`src/hdl/afpd_pkg.sv`:
```
package afpd_pkg;

  localparam int WIN_DEPTH = 4;

  localparam int SMP_W  = 15;
  localparam int THR_W  = 15;
  localparam int RUN_W  = 8;
  localparam int CNT_W  = $clog2(WIN_DEPTH + 1);
  localparam int SLOT_W = (WIN_DEPTH > 1) ? $clog2(WIN_DEPTH) : 1;
  localparam int SUM_W  = SMP_W + CNT_W;
  localparam int MAG_W  = SUM_W - 1;
  localparam int AVG_W  = SMP_W;
  localparam int SQ_W   = 2 * AVG_W;
  localparam int RAD_W  = SQ_W;
  localparam int ROOT_W = RAD_W / 2;

  localparam int DIV_STEP_W  = $clog2(MAG_W);
  localparam int ROOT_REM_W  = ROOT_W + 2;
  localparam int ROOT_STEP_W = $clog2(ROOT_W);

  localparam int CFG_IDX_W  = 3;
  localparam int CFG_DATA_W = 15;

  localparam logic [CFG_IDX_W-1:0] CFG_LIFTOFF_THR = 3'd0;
  localparam logic [CFG_IDX_W-1:0] CFG_ZG_CEIL     = 3'd1;
  localparam logic [CFG_IDX_W-1:0] CFG_DESCENT_THR = 3'd2;
  localparam logic [CFG_IDX_W-1:0] CFG_SUSTAIN     = 3'd3;
  localparam logic [CFG_IDX_W-1:0] CFG_FLAT_THR    = 3'd4;
  localparam logic [CFG_IDX_W-1:0] CFG_FLAT_LIMIT  = 3'd5;

  localparam logic [THR_W-1:0] RST_LIFTOFF_THR = 15'd1150;
  localparam logic [THR_W-1:0] RST_ZG_CEIL     = 15'd200;
  localparam logic [THR_W-1:0] RST_DESCENT_THR = 15'd1200;
  localparam logic [RUN_W-1:0] RST_SUSTAIN     = 8'd3;
  localparam logic [THR_W-1:0] RST_FLAT_THR    = 15'd50;
  localparam logic [RUN_W-1:0] RST_FLAT_LIMIT  = 8'd10;

  localparam logic [1:0] EV_NONE    = 2'd0;
  localparam logic [1:0] EV_LIFTOFF = 2'd1;
  localparam logic [1:0] EV_ZERO_G  = 2'd2;
  localparam logic [1:0] EV_DESCENT = 2'd3;

  typedef struct packed {
    logic              start;
    logic              full;
    logic [SLOT_W-1:0] slot;
    logic [CNT_W-1:0]  divisor;
  } lane_ctrl_t;

endpackage

```
`src/hdl/afpd_lane.sv`:
```
module afpd_lane import afpd_pkg::*; (
  input  logic                    clk,
  input  logic                    rst_n,
  input  lane_ctrl_t              ctrl,
  input  logic signed [SMP_W-1:0] sample,
  output logic                    done,
  output logic [SQ_W-1:0]         square
);

  typedef enum logic [3:0] {
    L_IDLE = 4'b0001,
    L_ABS  = 4'b0010,
    L_DIV  = 4'b0100,
    L_SQ   = 4'b1000
  } lane_st_t;

  lane_st_t                 state_r, state_nxt;
  logic signed [SMP_W-1:0]  win_r [WIN_DEPTH];
  logic signed [SUM_W-1:0]  sum_r, sum_nxt;
  logic signed [SUM_W-1:0]  old_ext, new_ext, neg_sum;
  logic [MAG_W-1:0]         dvd_r;
  logic [CNT_W-1:0]         rem_r, rem_nxt;
  logic [CNT_W:0]           trial, trial_sub;
  logic                     ge;
  logic [DIV_STEP_W-1:0]    step_r;
  logic [SQ_W-1:0]          sq_r;
  logic                     done_r;

  always_comb begin
    old_ext = ctrl.full ? {{(SUM_W-SMP_W){win_r[ctrl.slot][SMP_W-1]}}, win_r[ctrl.slot]}
                        : '0;
    new_ext = {{(SUM_W-SMP_W){sample[SMP_W-1]}}, sample};
    sum_nxt = sum_r - old_ext + new_ext;
    neg_sum = -sum_r;
  end

  always_comb begin
    trial     = {rem_r, dvd_r[MAG_W-1]};
    trial_sub = trial - {1'b0, ctrl.divisor};
    ge        = (trial >= {1'b0, ctrl.divisor});
    rem_nxt   = ge ? trial_sub[CNT_W-1:0] : trial[CNT_W-1:0];
  end

  always_comb begin
    state_nxt = state_r;
    unique case (state_r)
      L_IDLE: if (ctrl.start) state_nxt = L_ABS;
      L_ABS:  state_nxt = L_DIV;
      L_DIV:  if (step_r == '0) state_nxt = L_SQ;
      L_SQ:   state_nxt = L_IDLE;
      default: state_nxt = L_IDLE;
    endcase
  end

  always_ff @(posedge clk) begin
    if (!rst_n) begin
      state_r <= L_IDLE;
      sum_r   <= '0;
      done_r  <= 1'b0;
    end else begin
      state_r <= state_nxt;
      done_r  <= (state_r == L_SQ);
      if (state_r == L_IDLE && ctrl.start) sum_r <= sum_nxt;
    end
  end

  always_ff @(posedge clk) begin
    if (state_r == L_IDLE && ctrl.start) win_r[ctrl.slot] <= sample;
    case (state_r)
      L_ABS: begin
        dvd_r  <= sum_r[SUM_W-1] ? neg_sum[MAG_W-1:0] : sum_r[MAG_W-1:0];
        rem_r  <= '0;
        step_r <= DIV_STEP_W'(MAG_W - 1);
      end
      L_DIV: begin
        dvd_r  <= {dvd_r[MAG_W-2:0], ge};
        rem_r  <= rem_nxt;
        step_r <= step_r - 1'b1;
      end
      L_SQ: sq_r <= dvd_r[AVG_W-1:0] * dvd_r[AVG_W-1:0];
      default: ;
    endcase
  end

  assign done   = done_r;
  assign square = sq_r;

endmodule

```
`src/hdl/afpd_isqrt.sv`:
```
module afpd_isqrt import afpd_pkg::*; (
  input  logic              clk,
  input  logic              rst_n,
  input  logic              start,
  input  logic [RAD_W-1:0]  radicand,
  output logic              done,
  output logic [ROOT_W-1:0] root
);

  logic                   busy_r;
  logic                   done_r;
  logic [ROOT_STEP_W-1:0] step_r;
  logic [RAD_W-1:0]       op_r;
  logic [ROOT_REM_W-1:0]  rem_r, rem_sh, trial;
  logic [ROOT_W-1:0]      root_r;
  logic                   ge;

  always_comb begin
    rem_sh = {rem_r[ROOT_REM_W-3:0], op_r[RAD_W-1:RAD_W-2]};
    trial  = {root_r, 2'b01};
    ge     = (rem_sh >= trial);
  end

  always_ff @(posedge clk) begin
    if (!rst_n) begin
      busy_r <= 1'b0;
      done_r <= 1'b0;
    end else begin
      done_r <= 1'b0;
      if (start) begin
        busy_r <= 1'b1;
      end else if (busy_r && step_r == '0) begin
        busy_r <= 1'b0;
        done_r <= 1'b1;
      end
    end
  end

  always_ff @(posedge clk) begin
    if (start) begin
      op_r   <= radicand;
      rem_r  <= '0;
      root_r <= '0;
      step_r <= ROOT_STEP_W'(ROOT_W - 1);
    end else if (busy_r) begin
      op_r   <= {op_r[RAD_W-3:0], 2'b00};
      rem_r  <= ge ? rem_sh - trial : rem_sh;
      root_r <= {root_r[ROOT_W-2:0], ge};
      step_r <= step_r - 1'b1;
    end
  end

  assign done = done_r;
  assign root = root_r;

endmodule

```
`src/hdl/accel_flight_phase_detector.sv`:
```
// Channel  Handshake           Payload
// in       in_valid/in_stall   in_accel_x_mg, in_accel_y_mg, in_accel_z_mg
// out      out_valid/out_stall out_magnitude_mg, out_*_seen, out_phase_event,
//                              out_reinit_request
// cfg      cfg_valid/cfg_ready cfg_index, cfg_data
//
// An accepted sample passes the axis lanes (bit-serial divide by the fill
// count, one bit per cycle), the square root unit (one root bit per cycle),
// then the phase update into the result register. A new sample is accepted
// once the last one is registered, even while out_stall holds that result;
// a result still stalled when the next one is ready holds the block. rst_n
// is synchronous; it clears window sums, fill count, slot, run counters and
// flags and loads the register defaults. cfg_ready is always high.
module accel_flight_phase_detector import afpd_pkg::*; (
  input  logic                  clk,
  input  logic                  rst_n,
  input  logic                  in_valid,
  output logic                  in_stall,
  input  logic signed [SMP_W-1:0] in_accel_x_mg,
  input  logic signed [SMP_W-1:0] in_accel_y_mg,
  input  logic signed [SMP_W-1:0] in_accel_z_mg,
  output logic                  out_valid,
  input  logic                  out_stall,
  output logic [ROOT_W-1:0]     out_magnitude_mg,
  output logic                  out_liftoff_seen,
  output logic                  out_zero_g_seen,
  output logic                  out_descent_seen,
  output logic [1:0]            out_phase_event,
  output logic                  out_reinit_request,
  input  logic                  cfg_valid,
  output logic                  cfg_ready,
  input  logic [CFG_IDX_W-1:0]  cfg_index,
  input  logic [CFG_DATA_W-1:0] cfg_data
);

  typedef enum logic [3:0] {
    S_IDLE = 4'b0001,
    S_LANE = 4'b0010,
    S_ROOT = 4'b0100,
    S_DONE = 4'b1000
  } top_st_t;

  top_st_t           state_r, state_nxt;
  logic [THR_W-1:0]  lift_thr_r, zg_max_r, desc_thr_r, flat_thr_r;
  logic [RUN_W-1:0]  sustain_r, flat_lim_r;
  logic [SLOT_W-1:0] slot_r;
  logic [CNT_W-1:0]  fill_r;
  logic              full;
  logic [RUN_W-1:0]  lift_run_r, zg_run_r, desc_run_r, flat_run_r;
  logic [RUN_W-1:0]  lift_run_nxt, zg_run_nxt, desc_run_nxt, flat_run_nxt;
  logic [2:0]        flags_r, flags_nxt;
  logic [1:0]        event_nxt;
  logic              reinit_nxt;
  logic              in_acc, out_free, out_load;
  lane_ctrl_t        lctrl;
  logic [2:0]        lane_done;
  logic [SQ_W-1:0]   sq_x, sq_y, sq_z;
  logic [RAD_W-1:0]  sq_sum;
  logic              root_done;
  logic [ROOT_W-1:0] mag;

  logic              out_valid_r;
  logic [ROOT_W-1:0] out_mag_r;
  logic [2:0]        out_flags_r;
  logic [1:0]        out_event_r;
  logic              out_reinit_r;

  function automatic logic [RUN_W-1:0] bump(input logic [RUN_W-1:0] c);
    return (c == '1) ? c : c + 1'b1;
  endfunction

  assign in_stall  = (state_r != S_IDLE);
  assign in_acc    = in_valid && !in_stall;
  assign cfg_ready = 1'b1;
  assign out_free  = !out_valid_r || !out_stall;
  assign out_load  = (state_r == S_DONE) && out_free;
  assign full      = (fill_r == CNT_W'(WIN_DEPTH));

  always_comb begin
    lctrl.start   = in_acc;
    lctrl.full    = full;
    lctrl.slot    = slot_r;
    lctrl.divisor = fill_r;
  end

  afpd_lane u_lane_x (
    .clk(clk), .rst_n(rst_n), .ctrl(lctrl), .sample(in_accel_x_mg),
    .done(lane_done[0]), .square(sq_x)
  );
  afpd_lane u_lane_y (
    .clk(clk), .rst_n(rst_n), .ctrl(lctrl), .sample(in_accel_y_mg),
    .done(lane_done[1]), .square(sq_y)
  );
  afpd_lane u_lane_z (
    .clk(clk), .rst_n(rst_n), .ctrl(lctrl), .sample(in_accel_z_mg),
    .done(lane_done[2]), .square(sq_z)
  );

  assign sq_sum = sq_x + sq_y + sq_z;

  afpd_isqrt u_isqrt (
    .clk(clk), .rst_n(rst_n),
    .start((state_r == S_LANE) && (&lane_done)),
    .radicand(sq_sum),
    .done(root_done), .root(mag)
  );

  always_comb begin
    state_nxt = state_r;
    unique case (state_r)
      S_IDLE: if (in_acc) state_nxt = S_LANE;
      S_LANE: if (&lane_done) state_nxt = S_ROOT;
      S_ROOT: if (root_done) state_nxt = S_DONE;
      S_DONE: if (out_free) state_nxt = S_IDLE;
      default: state_nxt = S_IDLE;
    endcase
  end

  always_comb begin
    flags_nxt    = flags_r;
    event_nxt    = EV_NONE;
    zg_run_nxt   = zg_run_r;
    desc_run_nxt = desc_run_r;
    reinit_nxt   = 1'b0;

    lift_run_nxt = (mag >= lift_thr_r) ? bump(lift_run_r) : '0;
    if (!flags_nxt[0] && lift_run_nxt >= sustain_r) begin
      flags_nxt[0] = 1'b1;
      event_nxt    = EV_LIFTOFF;
    end
    if (flags_nxt[0] && !flags_nxt[1]) begin
      zg_run_nxt = (mag <= zg_max_r) ? bump(zg_run_r) : '0;
      if (zg_run_nxt >= sustain_r) begin
        flags_nxt[1] = 1'b1;
        event_nxt    = EV_ZERO_G;
      end
    end
    if (flags_nxt[1] && !flags_nxt[2]) begin
      desc_run_nxt = (mag >= desc_thr_r) ? bump(desc_run_r) : '0;
      if (desc_run_nxt >= sustain_r) begin
        flags_nxt[2] = 1'b1;
        event_nxt    = EV_DESCENT;
      end
    end

    if (mag < flat_thr_r) begin
      flat_run_nxt = bump(flat_run_r);
      if (flat_run_nxt > flat_lim_r) begin
        reinit_nxt   = 1'b1;
        flat_run_nxt = '0;
      end
    end else begin
      flat_run_nxt = '0;
    end
  end

  always_ff @(posedge clk) begin
    if (!rst_n) begin
      state_r     <= S_IDLE;
      lift_thr_r  <= RST_LIFTOFF_THR;
      zg_max_r    <= RST_ZG_CEIL;
      desc_thr_r  <= RST_DESCENT_THR;
      sustain_r   <= RST_SUSTAIN;
      flat_thr_r  <= RST_FLAT_THR;
      flat_lim_r  <= RST_FLAT_LIMIT;
      slot_r      <= '0;
      fill_r      <= '0;
      lift_run_r  <= '0;
      zg_run_r    <= '0;
      desc_run_r  <= '0;
      flat_run_r  <= '0;
      flags_r     <= '0;
      out_valid_r <= 1'b0;
    end else begin
      state_r <= state_nxt;
      if (cfg_valid && cfg_ready) begin
        unique case (cfg_index)
          CFG_LIFTOFF_THR: lift_thr_r <= cfg_data[THR_W-1:0];
          CFG_ZG_CEIL:     zg_max_r   <= cfg_data[THR_W-1:0];
          CFG_DESCENT_THR: desc_thr_r <= cfg_data[THR_W-1:0];
          CFG_SUSTAIN:     sustain_r  <= cfg_data[RUN_W-1:0];
          CFG_FLAT_THR:    flat_thr_r <= cfg_data[THR_W-1:0];
          CFG_FLAT_LIMIT:  flat_lim_r <= cfg_data[RUN_W-1:0];
          default: ;
        endcase
      end
      if (in_acc) begin
        slot_r <= (slot_r == SLOT_W'(WIN_DEPTH - 1)) ? '0 : slot_r + 1'b1;
        if (!full) fill_r <= fill_r + 1'b1;
      end
      if (out_load) begin
        lift_run_r  <= lift_run_nxt;
        zg_run_r    <= zg_run_nxt;
        desc_run_r  <= desc_run_nxt;
        flat_run_r  <= flat_run_nxt;
        flags_r     <= flags_nxt;
        out_valid_r <= 1'b1;
      end else if (!out_stall) begin
        out_valid_r <= 1'b0;
      end
    end
  end

  always_ff @(posedge clk) begin
    if (out_load) begin
      out_mag_r    <= mag;
      out_flags_r  <= flags_nxt;
      out_event_r  <= event_nxt;
      out_reinit_r <= reinit_nxt;
    end
  end

  assign out_valid          = out_valid_r;
  assign out_magnitude_mg   = out_mag_r;
  assign out_liftoff_seen   = out_flags_r[0];
  assign out_zero_g_seen    = out_flags_r[1];
  assign out_descent_seen   = out_flags_r[2];
  assign out_phase_event    = out_event_r;
  assign out_reinit_request = out_reinit_r;

endmodule

```
`config.mk`:
```
export PLATFORM = sky130hd
export DESIGN_NAME = accel_flight_phase_detector
export DESIGN_NICKNAME = d
export VERILOG_FILES = /design/src/hdl/afpd_pkg.sv /design/src/hdl/afpd_lane.sv /design/src/hdl/afpd_isqrt.sv /design/src/hdl/accel_flight_phase_detector.sv
export SDC_FILE = /design/constraint.sdc
export NUM_CORES = 2
export LEC_CHECK = 0
export ABC_AREA = 1
export BUFFER_PORTS_ARGS = -buffer_cell sky130_fd_sc_hd__buf_2
export CORE_MARGIN = 5
export CORE_UTILIZATION = 65
export CTS_CLUSTER_SIZE = 25
export DETAILED_ROUTE_END_ITERATION = 10
export PLACE_DENSITY = 0.83
export SLEW_MARGIN = 20
export SYNTH_ARGS = -nofsm -noshare
export SYNTH_HDL_FRONTEND = slang
export SYNTH_SLANG_ARGS = --single-unit
```
`constraint.sdc`:
```
create_clock -name clk -period 16.54 [get_ports clk]
set_input_delay 0.827 -clock clk [delete_from_list [all_inputs] [get_ports clk]]
set_output_delay 0.827 -clock clk [all_outputs]
set_load 0.02 [all_outputs]
```
==> impl_metrics.env <==
export IMPL_outcome="complete, no violations"
export IMPL_first_iter_violations=3321
export IMPL_route_antenna_remaining_nets=0
export IMPL_cts_tree="yes"
export IMPL_final_cell_count_no_fill=7736
export IMPL_initial_core_utilization=0.654
export IMPL_cts_inserted_buffers=71
export IMPL_global_route_usage_total=0.286
export IMPL_drive_gt1_frac=0.0454
export IMPL_pwr_density_cell_nw_per_um2=123
export IMPL_grt_first_pass_wirelength_mm=213
export IMPL_critPathLaunchType="flop"
export IMPL_number_of_storage_elements_in_the_synthesis_netlist=621
export IMPL_die_height_um=300
export IMPL_root_buffer="sky130_fd_sc_hd__clkbuf_16"
export IMPL_tightestPinTransition_ns=1.12
export IMPL_final_max_slew_viol_count=0
export IMPL_post_synth_cell_area_avg_um2=8.29
export IMPL_cts_buffer_depth=3
export IMPL_nNetsFinal=7656
export IMPL_yosys_warnings=0
export IMPL_yosys_most_used_dff="sky130_fd_sc_hd__edfxtp_1"
export IMPL_io_buffer_count=90
export IMPL_clock_fmax_ghz=0.167
export IMPL_routedWlPerCell_um=16.6
export IMPL_vias_per_cell=5.58
export IMPL_setup_cp_type="reg -> reg"
export IMPL_clk_latency_ns=0.65
export IMPL_synthToLayoutAreaGrowth_pct=6.97
export IMPL_cts_resized_gates=0
export IMPL_site_row_count=106
export IMPL_cp_required_ns=16.92
export IMPL_cts_setup_buffers=0
export IMPL_firstDrtPassIters=7
export IMPL_clock_tree_sinks=621
export IMPL_io_pins=92
export IMPL_setup_viol=0
export IMPL_grt_pass1_vias=43200
export IMPL_hold_viol=0
export IMPL_worst_setup_path_end_kind="flop"
export IMPL_hold_path_depth=1
export IMPL_grt_antenna_before_repair=2
export IMPL_dpl_cell_count=7606
export IMPL_maximum_number_of_pins_on_one_net_before_global_route_repair=102
export IMPL_synthesized_instance_count=6591
export IMPL_antenna_cells_inserted=0
export IMPL_drcViolationCount=0
export IMPL_min_delay_worst_endpoint="u_lane_x.win_r[1][5]"
export IMPL_setup_tns_ns=0
export IMPL_fp_dieArea_um2=90000
export IMPL_design_core_area_um2=83600
export IMPL_synth_enable_flop_cells=393
export IMPL_grt_setup_unrepaired="false"
export IMPL_worst_ir_drop_vdd_uv=115
export IMPL_ys_top_cells_by_area="sky130_fd_sc_hd__edfxtp_1 22%, sky130_fd_sc_hd__fa_1 18%, sky130_fd_sc_hd__ha_1 11%"
export IMPL_mappedNetlistArea_um2=54600
export IMPL_horizontal_extent_of_the_die_um=300
export IMPL_detailedPlacementHpwl_mm=98.1
export IMPL_globalplace_congestion=0.948
export IMPL_synth_top_area_cell="sky130_fd_sc_hd__edfxtp_1"
export IMPL_vias=43200
export IMPL_regToRegEndpoint="u_lane_x.square[26]"
export IMPL_grt_remaining_overflow=0
export IMPL_r2r_worst_path_cells=18
export IMPL_critical_path_max_fanout=16
export IMPL_setup_reg_to_reg_worst_slack_ns=10.53
export IMPL_routed_wirelength_mm=128
export IMPL_cap_viol_max_count=0
export IMPL_final_period_utilization=0.363
export IMPL_synth_sequential_area_ratio=0.300
export IMPL_data_arrival_critical_path_ns=6.38
export IMPL_static_leakage_uw=0.0293
export IMPL_timing_rr_start="u_lane_x.dvd_r[9]"
export IMPL_cts_htree_levels=3
export IMPL_worst_slew_margin_rel=0.254
export IMPL_async_reset_ff_frac=0
export IMPL_timing_hold_worst_class="in -> reg"
export IMPL_synth_top_cell_area_share=0.216
export IMPL_synth_cell_types=57
export IMPL_worstHoldStart="in_accel_x_mg[5]"
export IMPL_period_needed_ns=6.01
export IMPL_cts_hold_repair_buffers=0
export IMPL_fin_skew_ns=0.0639
export IMPL_path_clk_slew_ns=0.06
[stage by stage]
step / power (uW) / hold WS [ns] / instance area, um2 / utilization / setup slack [ns]
final: 7180 / 0.408 / 58500 / 0.700 / 10.53
after global routing: 7770 / 0.405 / 58500 / 0.700 / 10.26
after CTS: 7180 / 0.379 / 58400 / 0.700 / 10.60
after detailed placement: 5490 / 0.454 / 56000 / 0.670 / 10.64
after global placement: 5430 / 0.445 / 56000 / 0.670 / 10.67
after floorplan: 4590 / 0.424 / 54600 / - / 11.01
[synthesized netlist by cell type, drive strengths merged (3+ instances only)]
cell type / instances
a31oi: 21
nor4: 14
a211oi: 8
nor3b: 5
o21bai: 30
nand3b: 14
nand3: 245
a21o: 23
a21boi: 12
dfxtp: 228
edfxtp: 393
clkbuf: 151
xor2: 151
nor3: 56
fa: 490
or2: 15
xnor2: 44
o21ai: 400
clkinv: 5
a21oi: 418
or3: 3
nand4: 65
o22ai: 14
nand2: 1211
o31ai: 3
inv: 1403
buf: 36
nor2: 576
o211ai: 34
o21a: 13
ha: 499
[worst max path at each step]
stage | startpoint | endpoint | slack, ns | depth (start not counted)
final | u_lane_x.dvd_r[9] | u_lane_x.square[26] | 10.53 | 18
after global routing | u_lane_z.dvd_r[10] | u_lane_z.square[28] | 10.26 | 18
after CTS | u_lane_x.dvd_r[0] | u_lane_x.square[26] | 10.60 | 20
after detailed placement | u_lane_x.dvd_r[0] | u_lane_x.square[26] | 10.64 | 20
after global placement | u_lane_z.dvd_r[8] | u_lane_z.square[27] | 10.67 | 24
after floorplan | u_lane_z.dvd_r[10] | u_lane_z.square[27] | 11.01 | 26
[flip-flops by register name, summed over array words and instances, names as in the netlist, 18 cells and up, named ones only]
| register | count |
|---|---|
| u_isqrt.op_r | 30 |
| u_lane_x.square | 29 |
| u_lane_x.sum_r | 18 |
| u_lane_x.win_r | 60 |
| u_lane_y.square | 29 |
| u_lane_y.sum_r | 18 |
| u_lane_y.win_r | 60 |
| u_lane_z.square | 29 |
| u_lane_z.sum_r | 18 |
| u_lane_z.win_r | 60 |
[critical path, stage by stage (launching register included)]
cell	delay (ns)
sky130_fd_sc_hd__edfxtp_1	0.84
sky130_fd_sc_hd__nand2_1	0.26
sky130_fd_sc_hd__fa_1	0.45
sky130_fd_sc_hd__fa_1	0.51
sky130_fd_sc_hd__inv_1	0.06
sky130_fd_sc_hd__fa_1	0.50
sky130_fd_sc_hd__fa_1	0.52
sky130_fd_sc_hd__fa_1	0.50
sky130_fd_sc_hd__inv_1	0.05
sky130_fd_sc_hd__fa_1	0.47
sky130_fd_sc_hd__inv_1	0.04
sky130_fd_sc_hd__ha_1	0.34
sky130_fd_sc_hd__a21oi_1	0.20
sky130_fd_sc_hd__a21boi_0	0.40
sky130_fd_sc_hd__nor2_1	0.07
sky130_fd_sc_hd__o21ai_0	0.25
sky130_fd_sc_hd__nand3_1	0.11
sky130_fd_sc_hd__nand2_1	0.09
sky130_fd_sc_hd__nand2_1	0.05
[power by group]
group / leakage (uW) / internal [uW] / switching, uW / total [uW]
registers: 0.00541 / 1860 / 66.5 / 1930
logic: 0.0226 / 1300 / 2290 / 3590
clock network: 0.00122 / 980 / 683 / 1660
total: 0.0293 / 4140 / 3040 / 7180
[placed cells by master, fill, tap and decap left out, types with 13 or more instances in the layout]
cell type                   instances
sky130_fd_sc_hd__inv_1           1394
sky130_fd_sc_hd__o21a_1            13
sky130_fd_sc_hd__ha_1             499
sky130_fd_sc_hd__o21bai_1          30
sky130_fd_sc_hd__nand4_1           65
sky130_fd_sc_hd__a21o_1            23
sky130_fd_sc_hd__clkinv_2          17
sky130_fd_sc_hd__or2_2             14
sky130_fd_sc_hd__clkbuf_16         73
sky130_fd_sc_hd__buf_2             89
sky130_fd_sc_hd__nand3_1          242
sky130_fd_sc_hd__xnor2_1           44
sky130_fd_sc_hd__nand2_1         1200
sky130_fd_sc_hd__nand3b_1          14
sky130_fd_sc_hd__dfxtp_1          226
sky130_fd_sc_hd__nor3_1            43
sky130_fd_sc_hd__a31oi_1           21
sky130_fd_sc_hd__o211ai_1          34
sky130_fd_sc_hd__a21oi_1          417
sky130_fd_sc_hd__o21ai_0          386
sky130_fd_sc_hd__o22ai_1           14
sky130_fd_sc_hd__buf_4             31
sky130_fd_sc_hd__fa_1             490
sky130_fd_sc_hd__edfxtp_1         393
sky130_fd_sc_hd__nor2_1           570
sky130_fd_sc_hd__xor2_1           151
[cell families (layout without fill, tap and decap cells)]
family,after synthesis,after routing,synth area share
buffers and inverters,1595,1658,0.111
other,2,4,0.000137
and+or+nand+nor,2208,2208,0.168
DFF,621,621,0.300
AOI/OAI and AO/OA,981,981,0.0968
adders and majority gates,989,989,0.294
xor gates and xnor gates,195,195,0.0313
[metal layers]
| metal | vias up | wire [um] | track usage |
|---|---|---|---|
| met5 | - | 25 | 0 |
| met4 | 4 | 3140 | 0.0754 |
| met3 | 223 | 9160 | 0.0361 |
| met2 | 1485 | 61100 | 0.485 |
| met1 | 20600 | 54700 | 0.394 |
| li1 | 20800 | - | - |
[area by class of cell]
class	count	area (um2)
Multi-Input combinational cell	4377	32300
Clock buffer	90	1960
Inverter	1408	5290
Sequential cell	621	16400
Timing Repair Buffer	120	678
Clock inverter	40	534
Tap cell	1080	1350
Fill cell	6476	25100
No activity file was read; power rests on OpenSTA's default activity.
